<file path="src/ehph_pkg.sv">
package ehph_pkg;

  // Field and register widths fixed by the block's definition.
  localparam int ANGLE_W    = 9;
  localparam int BAND_W     = 4;
  localparam int DUTY_W     = 8;
  localparam int SCALE_W    = 16;
  localparam int FRAC_W     = 16;
  localparam int MODE_W     = 2;
  localparam int PHASE_W    = 2;
  localparam int CFG_IDX_W  = 3;
  localparam int CFG_DATA_W = 16;

  // Result queue depth; a power of two.
  localparam int OUT_Q_DEPTH = 4;

  // Item kinds carried in the mode field.
  localparam logic [MODE_W-1:0] MODE_EDGE_A = 2'd0;
  localparam logic [MODE_W-1:0] MODE_EDGE_B = 2'd1;
  localparam logic [MODE_W-1:0] MODE_TICK   = 2'd2;

  // Configuration register indexes.
  localparam logic [CFG_IDX_W-1:0] REG_TARGET_ANGLE = 3'd0;
  localparam logic [CFG_IDX_W-1:0] REG_DEADBAND     = 3'd1;
  localparam logic [CFG_IDX_W-1:0] REG_DRIVE_DUTY   = 3'd2;
  localparam logic [CFG_IDX_W-1:0] REG_HOME_DUTY    = 3'd3;
  localparam logic [CFG_IDX_W-1:0] REG_SCALE        = 3'd4;

  // Register values after reset.
  localparam logic [ANGLE_W-1:0] TARGET_ANGLE_RST = 9'd45;
  localparam logic [BAND_W-1:0]  DEADBAND_RST     = 4'd2;
  localparam logic [DUTY_W-1:0]  DRIVE_DUTY_RST   = 8'd25;
  localparam logic [DUTY_W-1:0]  HOME_DUTY_RST    = 8'd25;
  localparam logic [SCALE_W-1:0] SCALE_RST        = 16'd39361;

  // Controller phase, one-hot internally.
  typedef enum logic [2:0] {
    PH_HOMING  = 3'b001,
    PH_ARMING  = 3'b010,
    PH_HOLDING = 3'b100
  } phase_t;

  // Phase codes as reported on the result channel.
  localparam logic [PHASE_W-1:0] PHASE_CODE_HOMING  = 2'd0;
  localparam logic [PHASE_W-1:0] PHASE_CODE_ARMING  = 2'd1;
  localparam logic [PHASE_W-1:0] PHASE_CODE_HOLDING = 2'd2;

  function automatic logic [PHASE_W-1:0] phase_code(input phase_t ph);
    logic [PHASE_W-1:0] code;
    case (ph)
      PH_HOMING:  code = PHASE_CODE_HOMING;
      PH_ARMING:  code = PHASE_CODE_ARMING;
      PH_HOLDING: code = PHASE_CODE_HOLDING;
      default:    code = PHASE_CODE_HOMING;
    endcase
    return code;
  endfunction

endpackage

</file>
<file path="src/ehph_if.sv">
// Input channel: one edge or tick event per transaction.
interface ehph_in_if;
  logic                          valid;
  logic                          ready;
  logic [ehph_pkg::MODE_W-1:0]   mode;
  logic                          level_a;
  logic                          level_b;
  logic                          home_switch;

  modport source (output valid, mode, level_a, level_b, home_switch, input ready);
  modport sink   (input valid, mode, level_a, level_b, home_switch, output ready);
endinterface

// Result channel: drive state and position after each event.
interface ehph_out_if #(parameter int POSITION_WIDTH = 24);
  logic                                valid;
  logic                                ready;
  logic                                direction;
  logic [ehph_pkg::DUTY_W-1:0]         duty;
  logic [ehph_pkg::PHASE_W-1:0]        phase;
  logic signed [POSITION_WIDTH-1:0]    position;

  modport source (output valid, direction, duty, phase, position, input ready);
  modport sink   (input valid, direction, duty, phase, position, output ready);
endinterface

// Configuration write channel.
interface ehph_cfg_if;
  logic                              valid;
  logic                              ready;
  logic [ehph_pkg::CFG_IDX_W-1:0]    index;
  logic [ehph_pkg::CFG_DATA_W-1:0]   data;

  modport source (output valid, index, data, input ready);
  modport sink   (input valid, index, data, output ready);
endinterface

</file>
<file path="src/ehph_out_q.sv">
module ehph_out_q #(
  parameter int WIDTH = 35,
  parameter int DEPTH = 4,
  localparam int PTR_W = $clog2(DEPTH),
  localparam int LVL_W = $clog2(DEPTH + 1)
) (
  input  logic             clk,
  input  logic             rst_n,
  input  logic             push,
  input  logic [WIDTH-1:0] push_data,
  output logic             pop_valid,
  input  logic             pop_ready,
  output logic [WIDTH-1:0] pop_data,
  output logic [LVL_W-1:0] level
);

  logic [WIDTH-1:0] mem_r [DEPTH];
  logic [PTR_W-1:0] wr_ptr_r, wr_ptr_nxt;
  logic [PTR_W-1:0] rd_ptr_r, rd_ptr_nxt;
  logic [LVL_W-1:0] level_r, level_nxt;
  logic             pop;

  assign pop       = pop_valid && pop_ready;
  assign pop_valid = (level_r != '0);
  assign pop_data  = mem_r[rd_ptr_r];
  assign level     = level_r;

  // Pointer and fill level update.
  always_comb begin
    wr_ptr_nxt = push ? wr_ptr_r + PTR_W'(1) : wr_ptr_r;
    rd_ptr_nxt = pop ? rd_ptr_r + PTR_W'(1) : rd_ptr_r;
    level_nxt  = level_r + LVL_W'(push) - LVL_W'(pop);
  end

  always_ff @(posedge clk) begin
    if (!rst_n) begin
      wr_ptr_r <= '0;
      rd_ptr_r <= '0;
      level_r  <= '0;
    end else begin
      wr_ptr_r <= wr_ptr_nxt;
      rd_ptr_r <= rd_ptr_nxt;
      level_r  <= level_nxt;
    end
  end

  // Entry storage needs no reset.
  always_ff @(posedge clk) begin
    if (push) begin
      mem_r[wr_ptr_r] <= push_data;
    end
  end

  // The producer's credit check must keep the queue from overflowing.
  a_no_overflow: assert property (@(posedge clk) disable iff (!rst_n)
    push |-> (level_r != LVL_W'(DEPTH)) || pop)
    else $error("result queue written while full");

endmodule

</file>
<file path="src/ehph_core.sv">
module ehph_core #(
  parameter int POSITION_WIDTH = 24,
  localparam int LVL_W  = $clog2(ehph_pkg::OUT_Q_DEPTH + 1),
  localparam int RES_W  = 1 + ehph_pkg::DUTY_W + ehph_pkg::PHASE_W + POSITION_WIDTH
) (
  input  logic             clk,
  input  logic             rst_n,
  ehph_in_if.sink          in_chan,
  ehph_cfg_if.sink         cfg_chan,
  input  logic [LVL_W-1:0] q_level,
  output logic             res_push,
  output logic [RES_W-1:0] res_data
);

  localparam int PW     = POSITION_WIDTH;
  localparam int PROD_W = PW + ehph_pkg::SCALE_W + 1;
  localparam int ERR_W  = PROD_W + 1;
  localparam int TGT_W  = ehph_pkg::ANGLE_W + ehph_pkg::FRAC_W;
  localparam int BQ_W   = ehph_pkg::BAND_W + ehph_pkg::FRAC_W;
  localparam logic signed [PW-1:0] POS_MAX = {1'b0, {(PW - 1){1'b1}}};
  localparam logic signed [PW-1:0] POS_MIN = {1'b1, {(PW - 1){1'b0}}};

  // Configuration registers.
  logic [ehph_pkg::ANGLE_W-1:0] target_r;
  logic [ehph_pkg::BAND_W-1:0]  band_r;
  logic [ehph_pkg::DUTY_W-1:0]  drive_duty_r;
  logic [ehph_pkg::DUTY_W-1:0]  home_duty_r;
  logic [ehph_pkg::SCALE_W-1:0] scale_r;
  logic                         recalc_r;

  // Input register.
  logic                         item_v_r, item_v_nxt;
  logic [ehph_pkg::MODE_W-1:0]  mode_r;
  logic                         lvl_a_r;
  logic                         lvl_b_r;
  logic                         switch_r;

  // Controller state; prod_r tracks count_r times the scale.
  logic signed [PW-1:0]         count_r, count_nxt;
  logic signed [PROD_W-1:0]     prod_r, prod_nxt;
  ehph_pkg::phase_t             phase_r, phase_nxt;
  logic                         dir_r, dir_nxt;
  logic [ehph_pkg::DUTY_W-1:0]  duty_r, duty_nxt;

  logic                         accept;
  logic                         proc;
  logic                         same;
  logic                         step_up;
  logic                         step_down;
  logic signed [PROD_W-1:0]     scale_ext;
  logic signed [PROD_W-1:0]     prod_calc;
  logic signed [ERR_W-1:0]      err;
  logic signed [ERR_W-1:0]      band_q;
  logic                         err_low;
  logic                         err_high;
  logic                         err_edge;
  logic [LVL_W:0]               credit_used;

  // Accept only when the queue has room for this item and the one in flight.
  assign credit_used   = {1'b0, q_level} + (LVL_W + 1)'(item_v_r);
  assign in_chan.ready = !recalc_r &&
                         (credit_used <= (LVL_W + 1)'(ehph_pkg::OUT_Q_DEPTH - 2));
  assign accept        = in_chan.valid && in_chan.ready;
  assign cfg_chan.ready = 1'b1;

  // The held item is processed unless the product is being rebuilt.
  assign proc       = item_v_r && !recalc_r;
  assign item_v_nxt = accept ? 1'b1 : (proc ? 1'b0 : item_v_r);

  // Quadrature direction of the edge.
  assign same      = (lvl_a_r == lvl_b_r);
  assign step_up   = ((mode_r == ehph_pkg::MODE_EDGE_A) && same) ||
                     ((mode_r == ehph_pkg::MODE_EDGE_B) && !same);
  assign step_down = ((mode_r == ehph_pkg::MODE_EDGE_A) && !same) ||
                     ((mode_r == ehph_pkg::MODE_EDGE_B) && same);

  // Full product, used only after a scale write.
  assign scale_ext = $signed({{(PROD_W - ehph_pkg::SCALE_W){1'b0}}, scale_r});
  assign prod_calc = count_r * $signed({1'b0, scale_r});

  // Angle error in Q16 against the deadband.
  assign err    = $signed({{(ERR_W - TGT_W){1'b0}}, target_r, {ehph_pkg::FRAC_W{1'b0}}})
                - $signed({prod_r[PROD_W-1], prod_r});
  assign band_q = $signed({{(ERR_W - BQ_W){1'b0}}, band_r, {ehph_pkg::FRAC_W{1'b0}}});
  assign err_low  = err < -band_q;
  assign err_high = err > band_q;
  assign err_edge = (err == band_q) || (err == -band_q);

  // Next state for one item, or the product rebuild after a scale write.
  always_comb begin
    count_nxt = count_r;
    prod_nxt  = prod_r;
    phase_nxt = phase_r;
    dir_nxt   = dir_r;
    duty_nxt  = duty_r;
    if (recalc_r) begin
      prod_nxt = prod_calc;
    end else if (proc) begin
      if (step_up && (count_r != POS_MAX)) begin
        count_nxt = count_r + PW'(1);
        prod_nxt  = prod_r + scale_ext;
      end else if (step_down && (count_r != POS_MIN)) begin
        count_nxt = count_r - PW'(1);
        prod_nxt  = prod_r - scale_ext;
      end
      if (mode_r == ehph_pkg::MODE_TICK) begin
        case (phase_r)
          ehph_pkg::PH_HOMING: begin
            dir_nxt  = 1'b1;
            duty_nxt = home_duty_r;
            if (switch_r) begin
              count_nxt = '0;
              prod_nxt  = '0;
              phase_nxt = ehph_pkg::PH_ARMING;
            end
          end
          ehph_pkg::PH_ARMING: begin
            phase_nxt = ehph_pkg::PH_HOLDING;
          end
          ehph_pkg::PH_HOLDING: begin
            if (err_low) begin
              dir_nxt  = 1'b1;
              duty_nxt = drive_duty_r;
            end else if (err_high) begin
              dir_nxt  = 1'b0;
              duty_nxt = drive_duty_r;
            end else if (!err_edge) begin
              dir_nxt  = 1'b1;
              duty_nxt = '0;
            end
          end
          default: begin
            phase_nxt = phase_r;
          end
        endcase
      end
    end
  end

  assign res_push = proc;
  assign res_data = {dir_nxt, duty_nxt, ehph_pkg::phase_code(phase_nxt), count_nxt};

  // Control state and configuration registers.
  always_ff @(posedge clk) begin
    if (!rst_n) begin
      item_v_r     <= 1'b0;
      recalc_r     <= 1'b0;
      count_r      <= '0;
      prod_r       <= '0;
      phase_r      <= ehph_pkg::PH_HOMING;
      dir_r        <= 1'b0;
      duty_r       <= '0;
      target_r     <= ehph_pkg::TARGET_ANGLE_RST;
      band_r       <= ehph_pkg::DEADBAND_RST;
      drive_duty_r <= ehph_pkg::DRIVE_DUTY_RST;
      home_duty_r  <= ehph_pkg::HOME_DUTY_RST;
      scale_r      <= ehph_pkg::SCALE_RST;
    end else begin
      item_v_r <= item_v_nxt;
      count_r  <= count_nxt;
      prod_r   <= prod_nxt;
      phase_r  <= phase_nxt;
      dir_r    <= dir_nxt;
      duty_r   <= duty_nxt;
      recalc_r <= cfg_chan.valid && (cfg_chan.index == ehph_pkg::REG_SCALE);
      if (cfg_chan.valid) begin
        case (cfg_chan.index)
          ehph_pkg::REG_TARGET_ANGLE: target_r     <= cfg_chan.data[ehph_pkg::ANGLE_W-1:0];
          ehph_pkg::REG_DEADBAND:     band_r       <= cfg_chan.data[ehph_pkg::BAND_W-1:0];
          ehph_pkg::REG_DRIVE_DUTY:   drive_duty_r <= cfg_chan.data[ehph_pkg::DUTY_W-1:0];
          ehph_pkg::REG_HOME_DUTY:    home_duty_r  <= cfg_chan.data[ehph_pkg::DUTY_W-1:0];
          ehph_pkg::REG_SCALE:        scale_r      <= cfg_chan.data[ehph_pkg::SCALE_W-1:0];
          default: begin
          end
        endcase
      end
    end
  end

  // Input payload register.
  always_ff @(posedge clk) begin
    if (accept) begin
      mode_r   <= in_chan.mode;
      lvl_a_r  <= in_chan.level_a;
      lvl_b_r  <= in_chan.level_b;
      switch_r <= in_chan.home_switch;
    end
  end

  // The running product matches the count whenever no rebuild is pending.
  a_prod_tracks: assert property (@(posedge clk) disable iff (!rst_n)
    !recalc_r |-> prod_r == prod_calc)
    else $error("running product out of step with count");

  // An item held during a rebuild is kept, not dropped.
  a_item_held: assert property (@(posedge clk) disable iff (!rst_n)
    recalc_r && item_v_r |=> item_v_r)
    else $error("item dropped during product rebuild");

  // Homing with the switch pressed clears the position.
  a_home_clear: assert property (@(posedge clk) disable iff (!rst_n)
    proc && (mode_r == ehph_pkg::MODE_TICK) && (phase_r == ehph_pkg::PH_HOMING) && switch_r
    |=> count_r == '0)
    else $error("homing did not clear position");

  // The count sticks at its upper limit.
  a_sat_high: assert property (@(posedge clk) disable iff (!rst_n)
    proc && step_up && (count_r == POS_MAX) |=> count_r == POS_MAX)
    else $error("position wrapped past upper limit");

endmodule

</file>
<file path="src/encoder_homing_position_hold.sv">
// Channel   Direction  Transaction
// in_chan   sink       one A edge, B edge or control tick, with pin and switch levels
// out_chan  source     drive direction, duty, phase and position after that event
// cfg_chan  sink       register index and value, applied at once
//
// An accepted event's result is pushed from the input register into the output queue,
// unless a scale rebuild holds it; a new event is taken every cycle while ready is high.
// A write to the scale register rebuilds the stored position product in the
// following cycle, during which no event is taken.
// Reset is synchronous and active low; control and config registers return to defaults.
// A four-entry result queue absorbs output stalls; input ready drops once the
// queued results plus the held event exceed two.
module encoder_homing_position_hold #(
  parameter int POSITION_WIDTH = 24
) (
  input  logic        clk,
  input  logic        rst_n,
  ehph_in_if.sink     in_chan,
  ehph_out_if.source  out_chan,
  ehph_cfg_if.sink    cfg_chan
);

  localparam int LVL_W = $clog2(ehph_pkg::OUT_Q_DEPTH + 1);
  localparam int RES_W = 1 + ehph_pkg::DUTY_W + ehph_pkg::PHASE_W + POSITION_WIDTH;

  logic             res_push;
  logic [RES_W-1:0] res_data;
  logic [RES_W-1:0] q_data;
  logic [LVL_W-1:0] q_level;

  // Event processing and controller state.
  ehph_core #(
    .POSITION_WIDTH (POSITION_WIDTH)
  ) u_core (
    .clk      (clk),
    .rst_n    (rst_n),
    .in_chan  (in_chan),
    .cfg_chan (cfg_chan),
    .q_level  (q_level),
    .res_push (res_push),
    .res_data (res_data)
  );

  // Result queue in front of the output channel.
  ehph_out_q #(
    .WIDTH (RES_W),
    .DEPTH (ehph_pkg::OUT_Q_DEPTH)
  ) u_out_q (
    .clk       (clk),
    .rst_n     (rst_n),
    .push      (res_push),
    .push_data (res_data),
    .pop_valid (out_chan.valid),
    .pop_ready (out_chan.ready),
    .pop_data  (q_data),
    .level     (q_level)
  );

  // Split the queue entry into the result fields.
  assign out_chan.direction = q_data[RES_W-1];
  assign out_chan.duty      = q_data[RES_W-2 -: ehph_pkg::DUTY_W];
  assign out_chan.phase     = q_data[POSITION_WIDTH +: ehph_pkg::PHASE_W];
  assign out_chan.position  = $signed(q_data[POSITION_WIDTH-1:0]);

endmodule

</file>
<file path="src/flat_wrapper.sv">
// flat-port wrapper written by rule: the top's interface ports become plain ports
module encoder_homing_position_hold_flat 
#(
  parameter int POSITION_WIDTH = 24
)
  (clk, rst_n, in_chan_valid, in_chan_mode, in_chan_level_a, in_chan_level_b, in_chan_home_switch, in_chan_ready, out_chan_valid, out_chan_direction, out_chan_duty, out_chan_phase, out_chan_position, out_chan_ready, cfg_chan_valid, cfg_chan_index, cfg_chan_data, cfg_chan_ready);
  ehph_in_if in_chan_i ();
  ehph_out_if #(.POSITION_WIDTH(POSITION_WIDTH)) out_chan_i ();
  ehph_cfg_if cfg_chan_i ();
  input  logic clk;
  input  logic rst_n;
  input wire logic [$bits(in_chan_i.valid)-1:0] in_chan_valid;
  input wire logic [$bits(in_chan_i.mode)-1:0] in_chan_mode;
  input wire logic [$bits(in_chan_i.level_a)-1:0] in_chan_level_a;
  input wire logic [$bits(in_chan_i.level_b)-1:0] in_chan_level_b;
  input wire logic [$bits(in_chan_i.home_switch)-1:0] in_chan_home_switch;
  output wire logic [$bits(in_chan_i.ready)-1:0] in_chan_ready;
  output wire logic [$bits(out_chan_i.valid)-1:0] out_chan_valid;
  output wire logic [$bits(out_chan_i.direction)-1:0] out_chan_direction;
  output wire logic [$bits(out_chan_i.duty)-1:0] out_chan_duty;
  output wire logic [$bits(out_chan_i.phase)-1:0] out_chan_phase;
  output wire logic [$bits(out_chan_i.position)-1:0] out_chan_position;
  input wire logic [$bits(out_chan_i.ready)-1:0] out_chan_ready;
  input wire logic [$bits(cfg_chan_i.valid)-1:0] cfg_chan_valid;
  input wire logic [$bits(cfg_chan_i.index)-1:0] cfg_chan_index;
  input wire logic [$bits(cfg_chan_i.data)-1:0] cfg_chan_data;
  output wire logic [$bits(cfg_chan_i.ready)-1:0] cfg_chan_ready;
  assign in_chan_i.valid = in_chan_valid;
  assign in_chan_i.mode = in_chan_mode;
  assign in_chan_i.level_a = in_chan_level_a;
  assign in_chan_i.level_b = in_chan_level_b;
  assign in_chan_i.home_switch = in_chan_home_switch;
  assign in_chan_ready = in_chan_i.ready;
  assign out_chan_valid = out_chan_i.valid;
  assign out_chan_direction = out_chan_i.direction;
  assign out_chan_duty = out_chan_i.duty;
  assign out_chan_phase = out_chan_i.phase;
  assign out_chan_position = out_chan_i.position;
  assign out_chan_i.ready = out_chan_ready;
  assign cfg_chan_i.valid = cfg_chan_valid;
  assign cfg_chan_i.index = cfg_chan_index;
  assign cfg_chan_i.data = cfg_chan_data;
  assign cfg_chan_ready = cfg_chan_i.ready;
  encoder_homing_position_hold #(.POSITION_WIDTH(POSITION_WIDTH)) u_core (.clk(clk), .rst_n(rst_n), .in_chan(in_chan_i), .out_chan(out_chan_i), .cfg_chan(cfg_chan_i));
endmodule
</file>
<file path="config.mk">
export PLATFORM = sky130hd
export DESIGN_NAME = encoder_homing_position_hold_flat
export DESIGN_NICKNAME = d
export VERILOG_FILES = /design/src/ehph_pkg.sv /design/src/ehph_if.sv /design/src/ehph_out_q.sv /design/src/ehph_core.sv /design/src/encoder_homing_position_hold.sv /design/src/flat_wrapper.sv
export SDC_FILE = /design/constraint.sdc
export NUM_CORES = 2
export LEC_CHECK = 0
export BUFFER_PORTS_ARGS = -buffer_cell sky130_fd_sc_hd__buf_2
export CAP_MARGIN = 10
export CORE_MARGIN = 4
export CORE_UTILIZATION = 35
export DETAILED_ROUTE_END_ITERATION = 8
export HOLD_SLACK_MARGIN = 0.12
export SYNTH_ARGS = -nofsm -noshare
export SYNTH_HDL_FRONTEND = slang
export SYNTH_SLANG_ARGS = --single-unit
</file>
<file path="constraint.sdc">
create_clock -name clk -period 7.9 [get_ports clk]
set_input_delay 0.395 -clock clk [delete_from_list [all_inputs] [get_ports clk]]
set_output_delay 0.395 -clock clk [all_outputs]
set_load 0.03 [all_outputs]
</file>
==> metrics.txt <==
clock sink count=around 280; EDFF count, synth=~150; CP Class=reg -> reg; Placer Congestion=0.939; Core ar.=~0.085 mm2; Worst VDD drop=0.153 mV; TritonCTS clock tree=yes; layout cells sized above 1=8.33%; CP dominant cell by count=fa_1; RSZ-0062 raised after global routing=false; die height=302 um; power per cell area=236 mW/mm2; WP data arrival=7.99 ns; final core occ=38.9%; Gate Count Post-Synth=roughly 3.3k; worst-skew pair later-pin latency=0.56 ns; Post-Syn Area=0.0302 mm2; Final Total Pwr=approximately 7.8 mW; commonest non-fill, non-tap cell in the layout=inv_1; Routed Antenna Nets=0; first-pass GRT wire length=~140000 um; I/O Buffers=65; total grt overflow=0; max-cap viol count=0; ANT cells=0; met3 Track Usage GR=a little over 4%; Least-Margin Pin Slew=approximately 1.4 ns; element type at the critical path end=flip-flop; most used routing layer=met2; initial antenna violation count=3; FF/Latch Area=around 0.007 mm2; count of state elements after synthesis=278; Crit path required time=between 8 and 9 ns; Syn Area/Cell=9.09 um2; drt drc=0; Relative slew margins=5.15%; clock buffer depth=3; library cells used by synthesis=88; CP max stage delay=between 0.7 and 0.8 ns; area grow syn2layout=9.99%; sequential-to-total area share from yosys stat=23.3%; Post-CTS Resized=0; first drt pass iteration count=7; Synthesis Warnings=0; CTS buffer count=35; final hold slack=0.150 ns; area share of the largest cell type after synthesis=~25%; syn nets=3914; vias in the first global route=24.6k; Die X=slightly above 300 um; Ports=between 60 and 70; Final #Nets=3930; Slowest-stage cell, CP=dfxtp_1; Lkg Pwr=15.0 nW; Vias=~24k; met1 global-route usage=26.1%; crit-path max FO=12; cell taking the most area after synthesis=fa_1; H-Tree Depth=2; endpoints failing hold=0; critical path cell sequence=buf_4 -> inv_1 -> nor2_1 -> fa_1 -> inv_1 -> fa_1 -> fa_1 -> inv_1 -> fa_1 -> fa_1 -> inv_1 -> fa_1 -> inv_1 -> ha_1 -> and3_1 -> and3_1 -> and3_1 -> a31oi_1 -> o21ai_0 -> o21ai_0 -> a31oi_1 -> a221oi_1 -> mux2i_1 -> o31a_1; largest net degree at the start of global routing=between 60 and 70; crit start category=flip-flop; Starting Density=between 30% and 40%; fin. max-slew vios=0; most frequent cells in the layout=inv_1 (550), nand2_1 (407), fa_1 (380), nor2_1 (188), ha_1 (186); mean number of vias per cell=5.31; final non-filler cell total=4505; wire per inst=19.9 um; row count=107; Post-Route WL=89500 um; Async SR Flop Fraction=0%; hold crit path type=in -> reg; clk root buf=clkbuf_16; GRT Resource Usage Total=20.0%; die area=0.0910 mm2; Synth Flop Type=edfxtp_1; Final setup viols=0; footprint of the multi-input gates=0.0204 mm2; drt first-iter violations=1831; placed instance count=4428; Post CTS Setup Buffer Count=0; GR Util met2=32.2%; Sum Neg Setup Slack=0 ns; clk_skew=0.0167 ns; Period minus WS final=7.54 ns; Final period util=95.5%; detailed placement HPWL=69400 um; status=complete, no violations; CTS clk-pin slew, worst paths=0.06 ns; fmax=133 MHz; Synth area leaders=fa_1 (25%), edfxtp_1 (14%), dfxtp_1 (8.8%); FILL cells=8629
==> critical path, delay by kind of cell (launching register included) <==
kind / cells / cell delay (ns)
DFF: 1 / 0.73
muxes: 1 / 0.16
and+or+nand+nor: 4 / 0.75
AOI/OAI and AO/OA: 6 / 1.95
buffers and inverters: 6 / 0.60
adders and majority gates: 7 / 3.23
==> kinds of logic (layout without fill, tap and decap cells) <==
group	count (synthesis)	in the layout	share of synthesized area, %
mux	58	58	3.39
other cells	1	1	0.0124
simple gates	1063	1063	17.0
compound gates	552	552	12.2
flops	278	278	23.3
buf+inv	729	771	9.11
fa+ha+maj	566	566	32.9
xor+xnor	72	72	2.14
==> cells in the mapped netlist (41+ instances only) <==
cell type / count
ha_1: 186
a21oi_1: 146
nor2_1: 189
xnor2_1: 47
and2_1: 161
o21ai_0: 98
nor3_1: 63
dfxtp_1: 133
and3_1: 41
clkbuf_1: 162
edfxtp_1: 145
fa_1: 380
inv_1: 551
nand3_1: 67
nand2_1: 407
==> through the flow <==
step	area [um2]	setup WS [ns]
detailed placement	31900	0.546
finish	33200	0.359
global route	33200	0.0984
floorplan	30200	1.10
CTS	33200	0.497
global placement	31900	0.650
==> worst paths after layout <==
| check | to | start | slack [ns] | cells past startpoint |
|---|---|---|---|---|
| setup / recovery | u_core.u_core.prod_r[35]$_SDFFE_PN0P_ | u_core.u_core.scale_r[7]$_SDFFE_PN1P_ | 0.36 | 24 |
| hold reg to reg | u_core.u_core.drive_duty_r[7]$_SDFFE_PN0P_ | u_core.u_core.drive_duty_r[7]$_SDFFE_PN0P_ | 0.46 | 2 |
| setup reg to reg | u_core.u_core.prod_r[35]$_SDFFE_PN0P_ | u_core.u_core.scale_r[7]$_SDFFE_PN1P_ | 0.36 | 24 |
| hold / removal | u_core.u_core.scale_r[1]$_SDFFE_PN0P_ | cfg_chan_data[1] | 0.15 | 3 |
==> area by class of cell <==
cell class                      count  area share, %
Multi-Input combinational cell   2312           61.6
Sequential cell                   278           21.1
Inverter                          551           6.23
Tap cell                         1144           4.31
Timing Repair Buffer              157           3.15
Clock buffer                       42           2.90
Clock inverter                     21          0.686
==> power breakdown <==
group          internal [mW]  switching [mW]  leakage, nW
registers               1.68           0.190         2.45
clock network          0.981           0.680        0.582
logic                   1.59            2.71         12.0
total                   4.25            3.58         15.0
==> state kept, by name, summed over array words and instances (netlist names), 2 cells and up, named ones only <==
name                        flops
u_core.u_out_q.mem_r          140
u_core.u_core.prod_r           41
u_core.u_core.count_r          24
u_core.u_core.scale_r          16
u_core.u_core.target_r          9
u_core.u_core.drive_duty_r      8
u_core.u_core.duty_r            8
u_core.u_core.home_duty_r       8
u_core.u_core.band_r            4
u_core.u_core.phase_r           3
u_core.u_out_q.level            3
u_core.u_core.mode_r            2
u_core.u_out_q.rd_ptr_r         2
u_core.u_out_q.wr_ptr_r         2
==> metal layers <==
layer | wire [um] | vias up
li1 | - | 11009
met1 | 37300 | 11890
met2 | 40900 | 801
met3 | 6890 | 204
met4 | 4420 | 2
met5 | 13 | -
==> what timing repair did <==
action | 4_1_cts | 5_1_grt
endpoints found under the hold margin | 16 | 0
hold buffers | 13 | 0
setup endpoints to repair | 0 | 0
Power figures use the tool's default switching activity.
